[src/design/rdsc_pkg.sv]
// Package for the radix digit string converter.
// Holds the shared sizes, the sequencer state type, control structs and the glyph function.
// No dependencies.
`default_nettype none

package rdsc_pkg;

  // Default width of the converted number
  localparam int VALUE_BITS_DEF = 32;

  // Fixed port widths
  localparam int VALUE_W = 32;
  localparam int BASE_W  = 5;
  localparam int CHAR_W  = 7;
  localparam int DIGIT_W = 4;

  // Base saturation bounds
  localparam logic [BASE_W-1:0] BASE_MIN = 5'd2;
  localparam logic [BASE_W-1:0] BASE_MAX = 5'd16;

  // Sequencer states
  typedef enum logic [1:0] {
    ST_IDLE,
    ST_DIV,
    ST_LOAD,
    ST_EMIT
  } seq_state_t;

  // Digit stack control
  typedef struct packed {
    logic clear;
    logic push;
    logic pop;
  } stk_ctrl_t;

  // Divider status
  typedef struct packed {
    logic busy;
    logic done;
  } div_stat_t;

  // Digit value to uppercase ASCII
  function automatic logic [CHAR_W-1:0] digit_glyph(input logic [DIGIT_W-1:0] d);
    logic [CHAR_W-1:0] g;
    if (d < 4'd10) begin
      g = {3'b011, d};
    end else begin
      g = 7'd55 + {3'b000, d};
    end
    return g;
  endfunction

endpackage

`default_nettype wire

[src/design/rdsc_div_unit.sv]
// Iterative restoring divider: one quotient bit per cycle, divisor up to 16.
// Uses rdsc_pkg for widths and the status struct.
`default_nettype none

module rdsc_div_unit #(
  parameter int VALUE_BITS = rdsc_pkg::VALUE_BITS_DEF
) (
  input  wire logic                               clk,
  input  wire logic                               rst,
  input  wire logic                               start,
  input  wire logic [VALUE_BITS-1:0]              dividend,
  input  wire logic [rdsc_pkg::BASE_W-1:0]        divisor,
  output logic [VALUE_BITS-1:0]                   quotient,
  output logic [rdsc_pkg::DIGIT_W-1:0]            remainder,
  output rdsc_pkg::div_stat_t                     stat
);

  localparam int CNT_W = (VALUE_BITS > 1) ? $clog2(VALUE_BITS) : 1;
  localparam logic [CNT_W-1:0] CNT_LAST = CNT_W'(VALUE_BITS - 1);

  logic [CNT_W-1:0]               cnt;
  logic                           busy;
  logic                           done;
  logic [rdsc_pkg::BASE_W-1:0]    trial;
  logic                           fits;

  // Partial remainder with the next dividend bit shifted in
  assign trial = {remainder, quotient[VALUE_BITS-1]};
  assign fits  = (trial >= divisor);

  // Control
  always_ff @(posedge clk) begin
    if (rst) begin
      busy <= 1'b0;
      done <= 1'b0;
      cnt  <= '0;
    end else begin
      done <= 1'b0;
      if (start) begin
        busy <= 1'b1;
        cnt  <= CNT_LAST;
      end else if (busy) begin
        if (cnt == '0) begin
          busy <= 1'b0;
          done <= 1'b1;
        end else begin
          cnt <= cnt - 1'b1;
        end
      end
    end
  end

  // Datapath: shift quotient left, subtract when the divisor fits
  always_ff @(posedge clk) begin
    if (start) begin
      quotient  <= dividend;
      remainder <= '0;
    end else if (busy) begin
      if (fits) begin
        remainder <= rdsc_pkg::DIGIT_W'(trial - divisor);
      end else begin
        remainder <= trial[rdsc_pkg::DIGIT_W-1:0];
      end
      quotient <= {quotient[VALUE_BITS-2:0], fits};
    end
  end

  assign stat.busy = busy;
  assign stat.done = done;

endmodule

`default_nettype wire

[src/design/rdsc_digit_stack.sv]
// Digit stack: memory of remainder digits, pushed low digit first, popped high digit first.
// Read data is registered. Uses rdsc_pkg for the control struct and digit width.
`default_nettype none

module rdsc_digit_stack #(
  parameter int VALUE_BITS = rdsc_pkg::VALUE_BITS_DEF
) (
  input  wire logic                           clk,
  input  wire logic                           rst,
  input  wire rdsc_pkg::stk_ctrl_t            ctrl,
  input  wire logic [rdsc_pkg::DIGIT_W-1:0]   wr_digit,
  output logic [rdsc_pkg::DIGIT_W-1:0]        rd_digit,
  output logic                                empty,
  output logic [$clog2(VALUE_BITS+1)-1:0]     count
);

  localparam int PTR_W  = $clog2(VALUE_BITS + 1);
  localparam int ADDR_W = $clog2(VALUE_BITS);

  logic [rdsc_pkg::DIGIT_W-1:0] mem [VALUE_BITS];
  logic [PTR_W-1:0]             count_dec;

  assign count_dec = count - 1'b1;
  assign empty     = (count == '0);

  // Fill count
  always_ff @(posedge clk) begin
    if (rst) begin
      count <= '0;
    end else if (ctrl.clear) begin
      count <= '0;
    end else if (ctrl.push) begin
      count <= count + 1'b1;
    end else if (ctrl.pop) begin
      count <= count_dec;
    end
  end

  // Storage, one write and one registered read
  always_ff @(posedge clk) begin
    if (ctrl.push) begin
      mem[count[ADDR_W-1:0]] <= wr_digit;
    end
    if (ctrl.pop) begin
      rd_digit <= mem[count_dec[ADDR_W-1:0]];
    end
  end

endmodule

`default_nettype wire

[src/design/radix_digit_string_converter.sv]
// Radix digit string converter top level: sequencer, divider and digit stack.
// Depends on rdsc_pkg, rdsc_div_unit and rdsc_digit_stack.
//
// Input channel (in_valid/in_stall): one word carries value and base. Bits of
// value above VALUE_BITS are ignored; base is clamped to 2..16. in_stall stays
// high from the accepted word until its last character has been taken.
// Output channel (out_valid/out_stall): one word per ASCII digit, most
// significant first, no leading zeros; last marks the final character. Zero
// gives a single '0'. While out_stall is high the character is held.
// For each number, each digit passes through the shared one-bit-per-cycle
// divider, then the top of the stack is read, then one character per cycle
// while out_stall is low. The divider sets the rate. Reset returns the
// sequencer to idle and empties the stack; stored digits are not cleared.
`default_nettype none

module radix_digit_string_converter #(
  parameter int VALUE_BITS = rdsc_pkg::VALUE_BITS_DEF
) (
  input  wire logic                             clk,
  input  wire logic                             rst,
  input  wire logic                             in_valid,
  output logic                                  in_stall,
  input  wire logic [rdsc_pkg::VALUE_W-1:0]     value,
  input  wire logic [rdsc_pkg::BASE_W-1:0]      base,
  output logic                                  out_valid,
  input  wire logic                             out_stall,
  output logic [rdsc_pkg::CHAR_W-1:0]           digit_char,
  output logic                                  last
);

  localparam int PTR_W = $clog2(VALUE_BITS + 1);

  rdsc_pkg::seq_state_t           state;
  rdsc_pkg::seq_state_t           state_next;
  rdsc_pkg::stk_ctrl_t            stk_ctrl;
  rdsc_pkg::div_stat_t            div_stat;
  logic [rdsc_pkg::BASE_W-1:0]    base_sat;
  logic [rdsc_pkg::BASE_W-1:0]    divisor;
  logic [VALUE_BITS-1:0]          value_masked;
  logic [VALUE_BITS-1:0]          dividend;
  logic [VALUE_BITS-1:0]          quotient;
  logic [rdsc_pkg::DIGIT_W-1:0]   remainder;
  logic [rdsc_pkg::DIGIT_W-1:0]   rd_digit;
  logic                           stk_empty;
  logic [PTR_W-1:0]               stk_count;
  logic                           div_start;
  logic                           in_accept;
  logic                           out_accept;
  logic                           quot_zero;

  // Mask or extend the input value to VALUE_BITS
  if (VALUE_BITS >= rdsc_pkg::VALUE_W) begin : g_value_ext
    assign value_masked = VALUE_BITS'(value);
  end else begin : g_value_cut
    assign value_masked = value[VALUE_BITS-1:0];
  end

  // Clamp base to 2..16
  always_comb begin
    priority if (base < rdsc_pkg::BASE_MIN) begin
      base_sat = rdsc_pkg::BASE_MIN;
    end else if (base > rdsc_pkg::BASE_MAX) begin
      base_sat = rdsc_pkg::BASE_MAX;
    end else begin
      base_sat = base;
    end
  end

  assign in_accept  = in_valid && !in_stall;
  assign out_accept = out_valid && !out_stall;
  assign quot_zero  = (quotient == '0);

  // Divisor held for the whole item
  always_ff @(posedge clk) begin
    if (in_accept) begin
      divisor <= base_sat;
    end
  end

  // State register
  always_ff @(posedge clk) begin
    if (rst) begin
      state <= rdsc_pkg::ST_IDLE;
    end else begin
      state <= state_next;
    end
  end

  // Next state
  always_comb begin
    state_next = state;
    unique case (state)
      rdsc_pkg::ST_IDLE: begin
        if (in_accept) begin
          state_next = rdsc_pkg::ST_DIV;
        end
      end
      rdsc_pkg::ST_DIV: begin
        if (div_stat.done && quot_zero) begin
          state_next = rdsc_pkg::ST_LOAD;
        end
      end
      rdsc_pkg::ST_LOAD: begin
        state_next = rdsc_pkg::ST_EMIT;
      end
      rdsc_pkg::ST_EMIT: begin
        if (out_accept && stk_empty) begin
          state_next = rdsc_pkg::ST_IDLE;
        end
      end
      default: begin
        state_next = rdsc_pkg::ST_IDLE;
      end
    endcase
  end

  // Sequencer outputs
  always_comb begin
    in_stall       = 1'b1;
    out_valid      = 1'b0;
    div_start      = 1'b0;
    dividend       = quotient;
    stk_ctrl.clear = 1'b0;
    stk_ctrl.push  = 1'b0;
    stk_ctrl.pop   = 1'b0;
    unique case (state)
      rdsc_pkg::ST_IDLE: begin
        in_stall       = 1'b0;
        dividend       = value_masked;
        div_start      = in_valid;
        stk_ctrl.clear = in_valid;
      end
      rdsc_pkg::ST_DIV: begin
        stk_ctrl.push = div_stat.done;
        div_start     = div_stat.done && !quot_zero;
      end
      rdsc_pkg::ST_LOAD: begin
        stk_ctrl.pop = 1'b1;
      end
      rdsc_pkg::ST_EMIT: begin
        out_valid    = 1'b1;
        stk_ctrl.pop = !out_stall && !stk_empty;
      end
      default: begin
        in_stall = 1'b1;
      end
    endcase
  end

  rdsc_div_unit #(
    .VALUE_BITS (VALUE_BITS)
  ) u_div (
    .clk       (clk),
    .rst       (rst),
    .start     (div_start),
    .dividend  (dividend),
    .divisor   (divisor),
    .quotient  (quotient),
    .remainder (remainder),
    .stat      (div_stat)
  );

  rdsc_digit_stack #(
    .VALUE_BITS (VALUE_BITS)
  ) u_stack (
    .clk      (clk),
    .rst      (rst),
    .ctrl     (stk_ctrl),
    .wr_digit (remainder),
    .rd_digit (rd_digit),
    .empty    (stk_empty),
    .count    (stk_count)
  );

  // Output word
  assign digit_char = rdsc_pkg::digit_glyph(rd_digit);
  assign last       = stk_empty;

  // The divider only runs while digits are being produced
  a_div_only_in_div: assert property (@(posedge clk) disable iff (rst)
    div_stat.busy |-> (state == rdsc_pkg::ST_DIV))
    else $error("divider busy outside digit generation");

  // The stack never holds more digits than the value has bits
  a_stack_bound: assert property (@(posedge clk) disable iff (rst)
    stk_count <= PTR_W'(VALUE_BITS))
    else $error("digit stack overflow");

  // Taking the last character frees the input side on the next cycle
  a_last_frees_input: assert property (@(posedge clk) disable iff (rst)
    (out_accept && last) |=> !in_stall)
    else $error("input not released after last character");

  // An accepted word starts the divider and blocks further input
  a_accept_starts: assert property (@(posedge clk) disable iff (rst)
    in_accept |=> (in_stall && div_stat.busy && !out_valid))
    else $error("accepted word did not start conversion");

endmodule

`default_nettype wire

[config.mk]
export PLATFORM = sky130hd
export DESIGN_NAME = radix_digit_string_converter
export DESIGN_NICKNAME = d
export VERILOG_FILES = /design/src/design/rdsc_pkg.sv /design/src/design/rdsc_div_unit.sv /design/src/design/rdsc_digit_stack.sv /design/src/design/radix_digit_string_converter.sv
export SDC_FILE = /design/constraint.sdc
export NUM_CORES = 1
export LEC_CHECK = 0
export BUFFER_PORTS_ARGS = -buffer_cell sky130_fd_sc_hd__buf_2
export CAP_MARGIN = 40
export CORE_ASPECT_RATIO = 1.5
export CORE_MARGIN = 1.5
export CORE_UTILIZATION = 55
export CTS_CLUSTER_DIAMETER = 100
export DETAILED_ROUTE_END_ITERATION = 16
export HOLD_SLACK_MARGIN = 0.12
export PLACE_DENSITY = 0.85
export SLEW_MARGIN = 10
export SYNTH_ARGS = -nofsm -noshare
export SYNTH_HDL_FRONTEND = slang
export SYNTH_SLANG_ARGS = --single-unit
[constraint.sdc]
create_clock -name clk -period 4.1 [get_ports clk]
set_input_delay 0.82 -clock clk [delete_from_list [all_inputs] [get_ports clk]]
set_output_delay 0.82 -clock clk [all_outputs]
set_load 0.05 [all_outputs]
== After elaboration in Yosys (flattened, before gate mapping) ==
Memory sizes are Yosys's and may differ from the RTL's. A register that Yosys moved wholly into a read port is not among the register bits.
Index checks and enable logic that the tools add are counted.
Operators by class
  eq/ne operators: 8
  reductions and logical operators: 21
  $add $sub $neg: 5
  mux-type cells: 27
  order comparisons: 4
  bitwise gates (word level): 1
Operators with widths (count)
  32-bit 2-to-1 mux: 3
  32-bit logical NOT: 1
  5-bit 2-to-1 mux: 4
  6-bit 2-to-1 mux: 2
  1-bit 2-to-1 mux: 10
  2-bit != test, second input constant: 4
  2-bit case mux with 4 select lines: 1
  6-bit by 4-bit adder with 7-bit output, first input constant: 1
  7-bit 2-to-1 mux: 1
  6-bit by 1-bit adder with 6-bit output, second input constant: 1
  1-bit logical AND: 6
  6-bit logical NOT: 1
  2-bit 2-to-1 mux: 3
  6-bit by 1-bit subtractor with 6-bit output, second input constant: 1
  5-bit greater-or-equal comparator: 1
  5-bit > comparator, second input constant: 1
  5-bit logical NOT: 1
  5-bit by 2-bit less-than comparator with 1-bit output, second input constant: 1
  5-bit by 1-bit subtractor with 5-bit output, second input constant: 1
  2-bit equality test, second input constant: 2
  4-bit less-than comparator, second input constant: 1
  4-bit 2-to-1 mux: 1
  1-bit case mux with 2 select lines: 2
  2-bit AND reduction: 2
  other kinds (10): 14
Storage, ports and cells
  memories kept: 1
  output and inout port bits: 10
  register bits after elaboration: 56
  word-level logic and storage cells: 76
  bits in writable memories: 128
Memories
  u_stack.mem: depth 32, bits a word 4, read ports 1, clocked after memory_dff 1, write ports 1, RTL line rdsc_digit_stack.sv:20  | logic [rdsc_pkg::DIGIT_W-1:0] mem [VALUE_BITS];

== Depth between registers and ports, before layout ==
Gate-level depths: netlist of run 1.
  depth after elaboration: 6
  mapped depth: 9
  depth with buffers taken out: 8

== Cells and area by module ==
Synthesis of run 1 repeated with hierarchy kept, for this count alone.
Second synthesis, totals
  cells, all modules: 573
  area, all modules: 8842.2 µm²
By module, submodules not included
  rdsc_digit_stack: instances 1, sequential area each 4083.9 µm², cells each 317, area each 5829.3 µm²
  rdsc_div_unit: instances 1, sequential area each 1181.1 µm², cells each 150, area each 2040.7 µm²
  radix_digit_string_converter: instances 1, sequential area each 190.2 µm², cells each 106, area each 972.2 µm²

== Least setup slack after synthesis of run 1 ==
No wires, ideal clock.
  kind: flip-flop to flip-flop
  from: register state[0]
  to: register u_div.quotient[0], enable pin
  library setup time: 466 ps
  arrival time: 3406 ps
  path buffers: 1
  stages on the path, launching flop included: 6
  slack: 229 ps
  cell sequence: dfxtp_1 > ha_1 > and2_1 > clkbuf_1 > a21oi_1 > o21ai_0
Between the ends
  longest elaborated chain between the ends: 4
Ends and longest elaborated chain
  start: declaration: RTL line radix_digit_string_converter.sv:33  | rdsc_pkg::seq_state_t state;
  start signal: assignment: RTL line radix_digit_string_converter.sv:83  | state <= rdsc_pkg::ST_IDLE;
  start signal: assignment: RTL line radix_digit_string_converter.sv:85  | state <= state_next;
  2-bit by 1-bit equality test with 1-bit output / 2-bit logical NOT (equally long branches): RTL line radix_digit_string_converter.sv:126  | unique case (state)
  1-bit case mux with 2 select lines: RTL line radix_digit_string_converter.sv:126
  2-bit by 1-bit != test with 1-bit output (no source line) / 2-bit nonzero test (equally long branches)
  2-bit AND reduction (no source line) (*)
  end signal: assignment: RTL line rdsc_div_unit.sv:56  | quotient <= dividend;
  end signal: assignment: RTL line rdsc_div_unit.sv:64  | quotient <= {quotient[VALUE_BITS-2:0], fits};
  end: declaration: RTL line rdsc_div_unit.sv:13  | output logic [VALUE_BITS-1:0] quotient,
Mark *: on every way between the ends. The rest lies on a longest branch, timed or not.
A chain may end at the register's enable or synchronous reset.

== Worst setup path in the final report of run 1 ==
  from: register u_stack.count[2]
  to: output port last
Between the ends
  longest elaborated chain between the ends: 1
Ends and longest elaborated chain
  start: declaration: RTL line rdsc_digit_stack.sv:14  | output logic [$clog2(VALUE_BITS+1)-1:0] count
  start signal: assignment: RTL line rdsc_digit_stack.sv:33  | count <= count + 1'b1;
  start signal: assignment: RTL line rdsc_digit_stack.sv:35  | count <= count_dec;
  6-bit logical NOT: RTL line rdsc_digit_stack.sv:24  | assign empty = (count == '0);
  end: declaration: RTL line radix_digit_string_converter.sv:28  | output logic last
No other way between the ends.

==> results of run 1 <==
-- cells by family (layout without fill, tap and decap cells) --
group / Yosys count / in the layout
adders and majority gates: 18 / 18
buffers and inverters: 45 / 115
DFF: 188 / 188
muxes: 74 / 74
xor gates and xnor gates: 14 / 14
and+or+nand+nor: 145 / 145
AOI/OAI and AO/OA: 64 / 64
-- power breakdown --
group | leakage (nW) | internal, W | switching [W] | total [W]
clock network | 0.271 | 0.000858 | 0.000735 | 0.00159
registers | 1.74 | 0.00262 | 0.000180 | 0.00280
logic | 1.26 | 0.000706 | 0.00109 | 0.00180
-- routing by layer --
layer  part of all wire (%)  up-vias  wire, um
met3                    5.2       45       858
met2                     55      221      9000
met1                     37     2417      6000
met5                      0        -         0
li1                       -     2215         -
met4                    3.5        0       568
-- cell type report --
| cell class | instances | area [um2] | area share [%] |
|---|---|---|---|
| Clock inverter | 15 | 150 | 1.61 |
| Tap cell | 196 | 245 | 2.62 |
| Timing Repair Buffer | 59 | 318 | 3.40 |
| Sequential cell | 188 | 5460 | 58.4 |
| Multi-Input combinational cell | 315 | 2660 | 28.5 |
| Clock buffer | 17 | 425 | 4.55 |
| Inverter | 24 | 90.1 | 0.964 |
-- metrics by stage --
stage	cell area [um2]	cells	utilization [%]	worst slack (ps)	hold WS (ps)
floorplan	8310	548	-	229	481
global placement	8770	782	59.8	1410	498
detailed placement	8770	782	59.8	1230	519
CTS	9350	814	63.8	1000	529
global route	9350	814	63.8	917	548
finish	9350	814	63.8	994	531
-- path summary, 6_finish.rpt --
check	from	end	depth (start not counted)
worst min-delay path	state[1]	state[1]	2
worst min register to register	state[1]	state[1]	2
worst max register to register	u_stack.count[1]	u_stack.rd_digit[2]	7
worst max-delay path	u_stack.count[2]	last	4
-- critical path, cell delays in order (launching register included) --
cell and delay (ps):
dfxtp_1 490, or3_1 620, or3_1 400, inv_1 70, buf_2 270
-- synthesized netlist by cell type (5+ instances only) --
cell type	n	area, um2
ha_1	17	213
inv_1	24	90.1
a21oi_1	22	110
nand3_1	5	25.0
buf_2	10	50.1
clkbuf_1	9	33.8
mux4_2	32	721
mux2_2	32	360
xnor2_1	12	105
mux2i_1	10	100
nand2b_1	10	62.6
a31oi_1	5	31.3
a211o_1	5	43.8
nor4_1	9	56.3
o22ai_1	6	37.5
nand2_1	41	154
nor2_1	45	169
nor2b_1	8	50.1
dfxtp_1	19	380
o21ai_0	9	45.0
edfxtp_1	169	5070
-- sequential cells by signal, summed over array words and instances (netlist names) --
name	cells
divisor	5
state	2
u_div.busy	1
u_div.cnt	5
u_div.done	1
u_div.quotient	32
u_div.remainder	4
u_stack.count	6
u_stack.mem	128
u_stack.rd_digit	4
==> flow_metrics.py, run 1 <==
metrics = {
    "layout": {
        "fin_nets": 664,
        "drive_gt1_share_pct": 26.7,
        "fillers": 995,
        "final_common_cell": "edfxtp_1",
        "area_growth_pct": 12.5,
        "layout_common_cells": "edfxtp_1, buf_2, nor2_1",
        "diodes": 0,
    },
    "yosys": {
        "synthAdderAreaFrac_pct": 2.80,
        "synth_top_family_by_area": "multiplexers",
        "syn_avg_cell_area_um2": 15.2,
        "synth_edf_count": 169,
        "netlist_area_um2": 8310,
        "syn-num-nets": 607,
        "synth_cells": 548,
        "muxShareOfSynthArea_pct": 14.2,
        "seq_area_frac_synth_pct": 65.7,
        "synthFlopType": "edfxtp_1",
        "ys.warnings.count": 0,
        "yosys.area_share.simple_pct": 8.42,
        "yosysUniqueCellTypes": 50,
        "ys_ff_latch": 188,
        "yosys.area_share.xor_xnor_pct": 1.48,
        "synth_compound_area_share_pct": 5.11,
        "async_flop_share_pct": 0,
    },
    "clock_network": {
        "clockBufferDepth": 2,
        "cts_inserted_buffers": 17,
        "cts_num_sinks": 188,
        "clk-insertion-delay-late_ps": 430,
        "cts_tree": "built",
        "cts_setup_buffers": 0,
        "root_buffer": "clkbuf_16",
        "path_clk_slew_ps": 70,
        "holdBufCountCts": 0,
        "cts_resized": 0,
        "htreeDepth": 4,
    },
    "global_route": {
        "grt.busiest_layer": "met2",
        "use_met2_pct": 38.5,
        "overflow": 0,
        "antenna_found_initial": 0,
        "use_met3_pct": 4.82,
        "grt_use_total_pct": 22.6,
        "grt_pass1_vias": 5138,
        "grt_pass1_wl_um": 26600,
        "grt_max_degree": 41,
        "use_met1_pct": 26.8,
    },
    "floorplanning": {
        "dieWidth_um": 103,
        "initial_core_util_pct": 56.7,
        "rows": 54,
        "die_area_um2": 15900,
        "design.portCount": 51,
        "coreArea_um2": 14700,
        "die_y_um": 154,
    },
    "timing": {
        "slew_headroom_pct": 51.0,
        "hold_viol_final": 0,
        "clock_skew_ps": 9.91,
        "tns_ps": 0,
        "maxSlewViolCount": 0,
        "worstMarginPinSlew_ps": 736,
        "period_share_pct": 75.7,
        "fmax_mhz": 322,
        "period_needed_ps": 3110,
        "rsz0062_at_grt": "no",
        "setup-violations-final": 0,
    },
    "drt": {
        "first_iter_violations": 338,
        "routed_wl_um": 16400,
        "drc_errors": 0,
        "via_count": 4898,
        "first_pass_iters": 5,
        "antenna_left": 0,
        "wl_per_cell_um": 20.2,
        "viasPerCell": 6.02,
    },
    "placement": {
        "routabilityCongestion": 0.880,
        "dp_hpwl_um": 11100,
        "portBuffers": 50,
    },
    "setup_path": {
        "worstSetupStartpointType": "flip-flop",
        "worstPathArrival_ps": 2290,
        "crit_type": "flip-flop to output port",
        "critPathCaptureType": "output port",
        "r2r_setup_slack_ps": 1240,
        "required_ps": 3280,
        "worstPathMaxFanout": 16,
    },
    "power": {
        "vdd_drop_max_mv": 0.467,
        "cellPowerDensity_nw_per_um2": 662,
        "leakage_nw": 3.26,
        "finalPower_w": 0.00619,
    },
    "run_status": {
        "status": "finished clean",
    },
    "run": {
        "drv_cap": 0,
    },
    "hold_path": {
        "holdCritPathClass": "flip-flop to flip-flop",
    },
}
Note: power is estimated with default switching activity, not from simulation.
==> run 2: changes to the inputs <==
- clock period: 4.1 -> 2.74 ns (I/O delays scaled with it)
==> run 2 against run 1 <==
Net effect:
- final cell count grew 0.37%
- total power grew 49%
- cell area grew 0.46%
- critical endpoint unchanged
- flip-flop and latch count is the same
- worst setup slack lost 870 ps
==> flow_metrics.py, run 2 (same netlist as run 1, synthesis figures left out) <==
metrics = {
    "run_status": {
        "status": "finished clean",
    },
    "drt": {
        "antenna_left": 0,
        "routed_wl_um": 16400,
        "wl_per_cell_um": 20.0,
        "via_count": 4843,
        "drc_errors": 0,
        "first_pass_iters": 5,
        "first_iter_violations": 428,
        "viasPerCell": 5.93,
    },
    "hold_path": {
        "hp-start": "base[4]",
        "holdCritPathClass": "input pin to flip-flop",
        "hold_depth": 1,
        "min_to": "divisor[4]",
    },
    "power": {
        "power_switching_w": 0.00300,
        "clock_power_share_pct": 25.5,
        "pwr-share-comb_pct": 29.0,
        "p_int_w": 0.00620,
        "swShare_pct": 32.6,
        "power.sequential.fraction_pct": 45.4,
        "cellPowerDensity_nw_per_um2": 980,
        "leakage_nw": 3.29,
        "vdd_drop_max_mv": 0.836,
    },
    "setup_path": {
        "rr_startpoint": "u_stack.count[1]",
        "critPathCaptureType": "output port",
        "worstSetupStartpointType": "flip-flop",
        "worstPathArrival_ps": 2070,
        "crit_type": "flip-flop to output port",
        "worstPathMaxFanout": 9,
        "r2r_cells": 7,
        "required_ps": 2190,
        "r2r_setup_slack_ps": 330,
        "timing.rr.end": "u_stack.rd_digit[1]",
    },
    "layout": {
        "final_common_cell": "edfxtp_1",
        "largest_reg_flops": 128,
        "diodes": 0,
        "area_growth_pct": 13.0,
        "layout_common_cells": "edfxtp_1, buf_2, nor2_1",
        "layout.cells.non_filler": 817,
        "drive_gt1_share_pct": 27.4,
        "ff_latch_area_um2": 5460,
        "design_area_um2": 9390,
        "fin_nets": 667,
        "multi_input_area_um2": 2670,
        "fillers": 996,
    },
    "placement": {
        "dpl_cell_area_um2": 8810,
        "portBuffers": 50,
        "place_inst": 785,
        "routabilityCongestion": 0.837,
        "dp_hpwl_um": 11400,
    },
    "clock_network": {
        "path_clk_slew_ps": 70,
        "cts_setup_buffers": 0,
        "clockBufferDepth": 2,
        "cts_tree": "built",
        "cts_num_sinks": 188,
        "holdBufCountCts": 0,
        "cts_resized": 0,
        "clk-insertion-delay-late_ps": 430,
        "cts_inserted_buffers": 17,
        "root_buffer": "clkbuf_16",
        "htreeDepth": 4,
    },
    "timing": {
        "period_needed_ps": 2620,
        "fmax_mhz": 382,
        "slew_headroom_pct": 58.1,
        "period_share_pct": 95.6,
        "hold_viol_final": 0,
        "tns_ps": 0,
        "clock_skew_ps": 7.46,
        "worstMarginPinSlew_ps": 624,
        "rsz0062_at_grt": "no",
        "maxSlewViolCount": 0,
        "setup-violations-final": 0,
    },
    "floorplanning": {
        "die_y_um": 154,
        "coreArea_um2": 14700,
        "design.portCount": 51,
        "dieWidth_um": 103,
        "rows": 54,
        "initial_core_util_pct": 56.7,
        "die_area_um2": 15900,
    },
    "run": {
        "drv_cap": 0,
    },
    "global_route": {
        "use_met1_pct": 25.3,
        "grt.busiest_layer": "met2",
        "use_met2_pct": 39.5,
        "antenna_found_initial": 0,
        "grt_pass1_wl_um": 25700,
        "grt_pass1_vias": 5006,
        "grt_max_degree": 37,
        "use_met3_pct": 5.05,
        "overflow": 0,
        "grt_use_total_pct": 22.2,
    },
}
==> run 2: changes by cell type in the layout (fill, tap and decap cells not counted) <==
cell,delta
buf_12,+1
buf_4,+2
bufinv_16,-1
clkinv_1,-1
clkinv_2,+1
clkinv_4,+3
clkinv_8,+3
clkinvlp_4,-3
inv_6,-1
inv_8,-1
o21ai_1,-1
o21ai_2,+1
==> run 2: through the flow <==
stage	total power (W)	hold WS [ps]	util, %	setup WS, ps
floorplan	0.00616	481	-	88.7
global placement	0.00676	495	60.1	473
detailed placement	0.00691	535	60.1	383
CTS	0.00924	357	64.1	136
global route	0.00962	361	64.1	40.6
finish	0.00920	367	64.1	121
==> run 2: metal layers <==
layer / vias up / routed length, um
met5: - / 0
met3: 29 / 962
met1: 2399 / 5900
li1: 2223 / -
met2: 192 / 9110
met4: 0 / 381
==> run 2: worst max path at each step <==
stage	cells after the start	start	to	slack, ps
final	6	u_stack.count[1]	last	120
after global routing	6	u_stack.count[1]	last	40
after CTS	6	u_stack.count[1]	last	140
after detailed placement	7	u_stack.count[1]	u_stack.rd_digit[1]	380
after global placement	7	u_stack.count[1]	u_stack.rd_digit[1]	470
after floorplan	9	u_stack.count[0]	u_stack.rd_digit[0]	90
==> run 2: critical path, stage by stage, from the launching register on <==
cell and delay [ps]:
dfxtp_1 400, inv_1 160, ha_1 240, inv_1 100, or3_1 390, inv_1 80
buf_2 260
==> run 2: final cells by class <==
| class | instances | area share (%) |
|---|---|---|
| well taps | 196 | 2.61 |
| repair buffers | 62 | 3.76 |
| flip-flops and latches | 188 | 58.1 |
| clock inverters | 15 | 1.64 |
| inverters | 24 | 0.959 |
| clock buffers | 17 | 4.53 |
| multi-input cells | 315 | 28.4 |
==> run 2: power by group through the flow <==
stage	clock network [W]	registers (W)	logic, W
5_1_grt	0.00248	0.00423	0.00291
6_report	0.00235	0.00418	0.00267
3_5_place_dp	0	0.00424	0.00267
2_1_floorplan	0	0.00427	0.00189
3_3_place_gp	0	0.00421	0.00255
4_1_cts	0.00237	0.00418	0.00269
==> run 3: changes to the inputs <==
==> constraint.sdc (replaced) <==
create_clock -name clk -period 2.74 [get_ports clk]
set_input_delay 0.548 -clock clk [delete_from_list [all_inputs] [get_ports clk]]
set_output_delay 0.548 -clock clk [all_outputs]
set_load 0.005 [all_outputs]
==> run 3 against run 2 <==
Net effect:
- cell area about the same
- die area unchanged
- hold slack worse by 14 ps
- critical path type is now flip-flop to flip-flop
- highest routed layer unchanged
==> flow_metrics.py, run 3 (same netlist as run 1, synthesis figures left out) <==
metrics = {
    "drt": {
        "first_pass_iters": 5,
        "drc_errors": 0,
        "viasPerCell": 6.07,
        "wl_per_cell_um": 21.1,
        "antenna_left": 0,
        "via_count": 4949,
        "routed_wl_um": 17200,
        "first_iter_violations": 470,
    },
    "layout": {
        "diodes": 0,
        "area_growth_pct": 13.0,
        "drive_gt1_share_pct": 26.8,
        "layout_common_cells": "edfxtp_1, buf_2, nor2_1",
        "final_common_cell": "edfxtp_1",
        "fin_nets": 665,
        "largest_reg_flops": 128,
        "layout.cells.non_filler": 815,
    },
    "timing": {
        "hold_viol_final": 0,
        "slew_headroom_pct": 53.5,
        "fmax_mhz": 388,
        "setup-violations-final": 0,
        "rsz0062_at_grt": "no",
        "maxSlewViolCount": 0,
        "tns_ps": 0,
        "period_needed_ps": 2570,
        "period_share_pct": 94.0,
        "fin_ws_ps": 165,
        "clock_skew_ps": 7.86,
        "worstMarginPinSlew_ps": 692,
    },
    "setup_path": {
        "required_ps": 2910,
        "critPathCaptureType": "flip-flop",
        "worstPathArrival_ps": 2750,
        "worstSetupStartpointType": "flip-flop",
        "worstPathMaxFanout": 34,
        "crit_type": "flip-flop to flip-flop",
    },
    "clock_network": {
        "htreeDepth": 4,
        "cts_inserted_buffers": 17,
        "cts_setup_buffers": 0,
        "path_clk_slew_ps": 70,
        "cts_num_sinks": 188,
        "cts_resized": 0,
        "cts_tree": "built",
        "holdBufCountCts": 0,
        "clk-insertion-delay-late_ps": 430,
        "clockBufferDepth": 2,
        "root_buffer": "clkbuf_16",
    },
    "floorplanning": {
        "coreArea_um2": 14700,
        "rows": 54,
        "design.portCount": 51,
        "initial_core_util_pct": 56.7,
        "dieWidth_um": 103,
        "die_area_um2": 15900,
        "die_y_um": 154,
    },
    "placement": {
        "routabilityCongestion": 0.892,
        "post-place-ws_ps": 282,
        "dp_hpwl_um": 11400,
        "portBuffers": 50,
        "place_inst": 783,
    },
    "global_route": {
        "grt_pass1_vias": 5194,
        "antenna_found_initial": 0,
        "grt_use_total_pct": 23.3,
        "grt_max_degree": 41,
        "overflow": 0,
        "grt_pass1_wl_um": 27200,
    },
    "run": {
        "drv_cap": 0,
    },
    "power": {
        "vdd_drop_max_mv": 0.648,
        "cellPowerDensity_nw_per_um2": 973,
        "leakage_nw": 3.28,
    },
    "run_status": {
        "status": "finished clean",
    },
    "hold_path": {
        "holdCritPathClass": "input pin to flip-flop",
    },
}
## run 3: cell count changes in the layout (fill, tap and decap cells not counted)
cell / before / now
bufinv_16: 0 / 1
clkinv_1: 0 / 1
buf_4: 11 / 8
buf_12: 1 / 2
inv_6: 5 / 4
clkinv_4: 3 / 2
o21ai_2: 3 / 2
clkinvlp_4: 1 / 3
inv_8: 2 / 4
clkinv_8: 3 / 0
clkinv_2: 1 / 0
o21ai_1: 1 / 2
## run 3: final timing paths
| check | to | cells after the start | slack (ps) | start |
|---|---|---|---|---|
| hold / removal | divisor[4] | 1 | 350 | base[4] |
| setup reg to reg | u_stack.rd_digit[3] | 7 | 170 | u_stack.count[1] |
| setup / recovery | u_stack.rd_digit[3] | 7 | 170 | u_stack.count[1] |
| hold reg to reg | state[1] | 2 | 560 | state[1] |
## run 3: final cells by class
class | count | area [um2]
repair buffers | 60 | 350
multi-input cells | 315 | 2660
clock buffers | 17 | 425
inverters | 24 | 90.1
fillers | 1013 | 5280
well taps | 196 | 245
clock inverters | 15 | 154
flip-flops and latches | 188 | 5460
## run 3: report_power, final
group	internal, W	switching [W]	total (W)
Clock	0.00129	0.00113	0.00241
Sequential	0.00392	0.000267	0.00419
Combinational	0.00107	0.00146	0.00253
Total	0.00628	0.00285	0.00913
## run 3: layer usage
layer	global-route usage [%]	vias to the layer above	share of wire, %
li1	-	2216	-
met1	27.0	2438	36
met2	40.4	249	55
met3	5.09	46	6.0
met4	10.7	0	3.3
met5	0	-	0
## run 3: critical path, cell delays in order (launching register included)
cell	delay, ps
dfxtp_1	550
inv_1	180
ha_1	360
buf_12	220
mux4_2	360
mux2i_1	220
o22ai_1	120
a211o_1	300
## run 3: stage by stage
stage          total power (W)  hold slack [ps]  area, um2  utilization (%)
2_1_floorplan          0.00596              481       8310                -
3_3_place_gp           0.00655              497       8810             60.1
3_5_place_dp           0.00673              550       8810             60.1
4_1_cts                0.00915              342       9390             64.0
5_1_grt                0.00954              352       9390             64.0
6_report               0.00913              353       9390             64.0
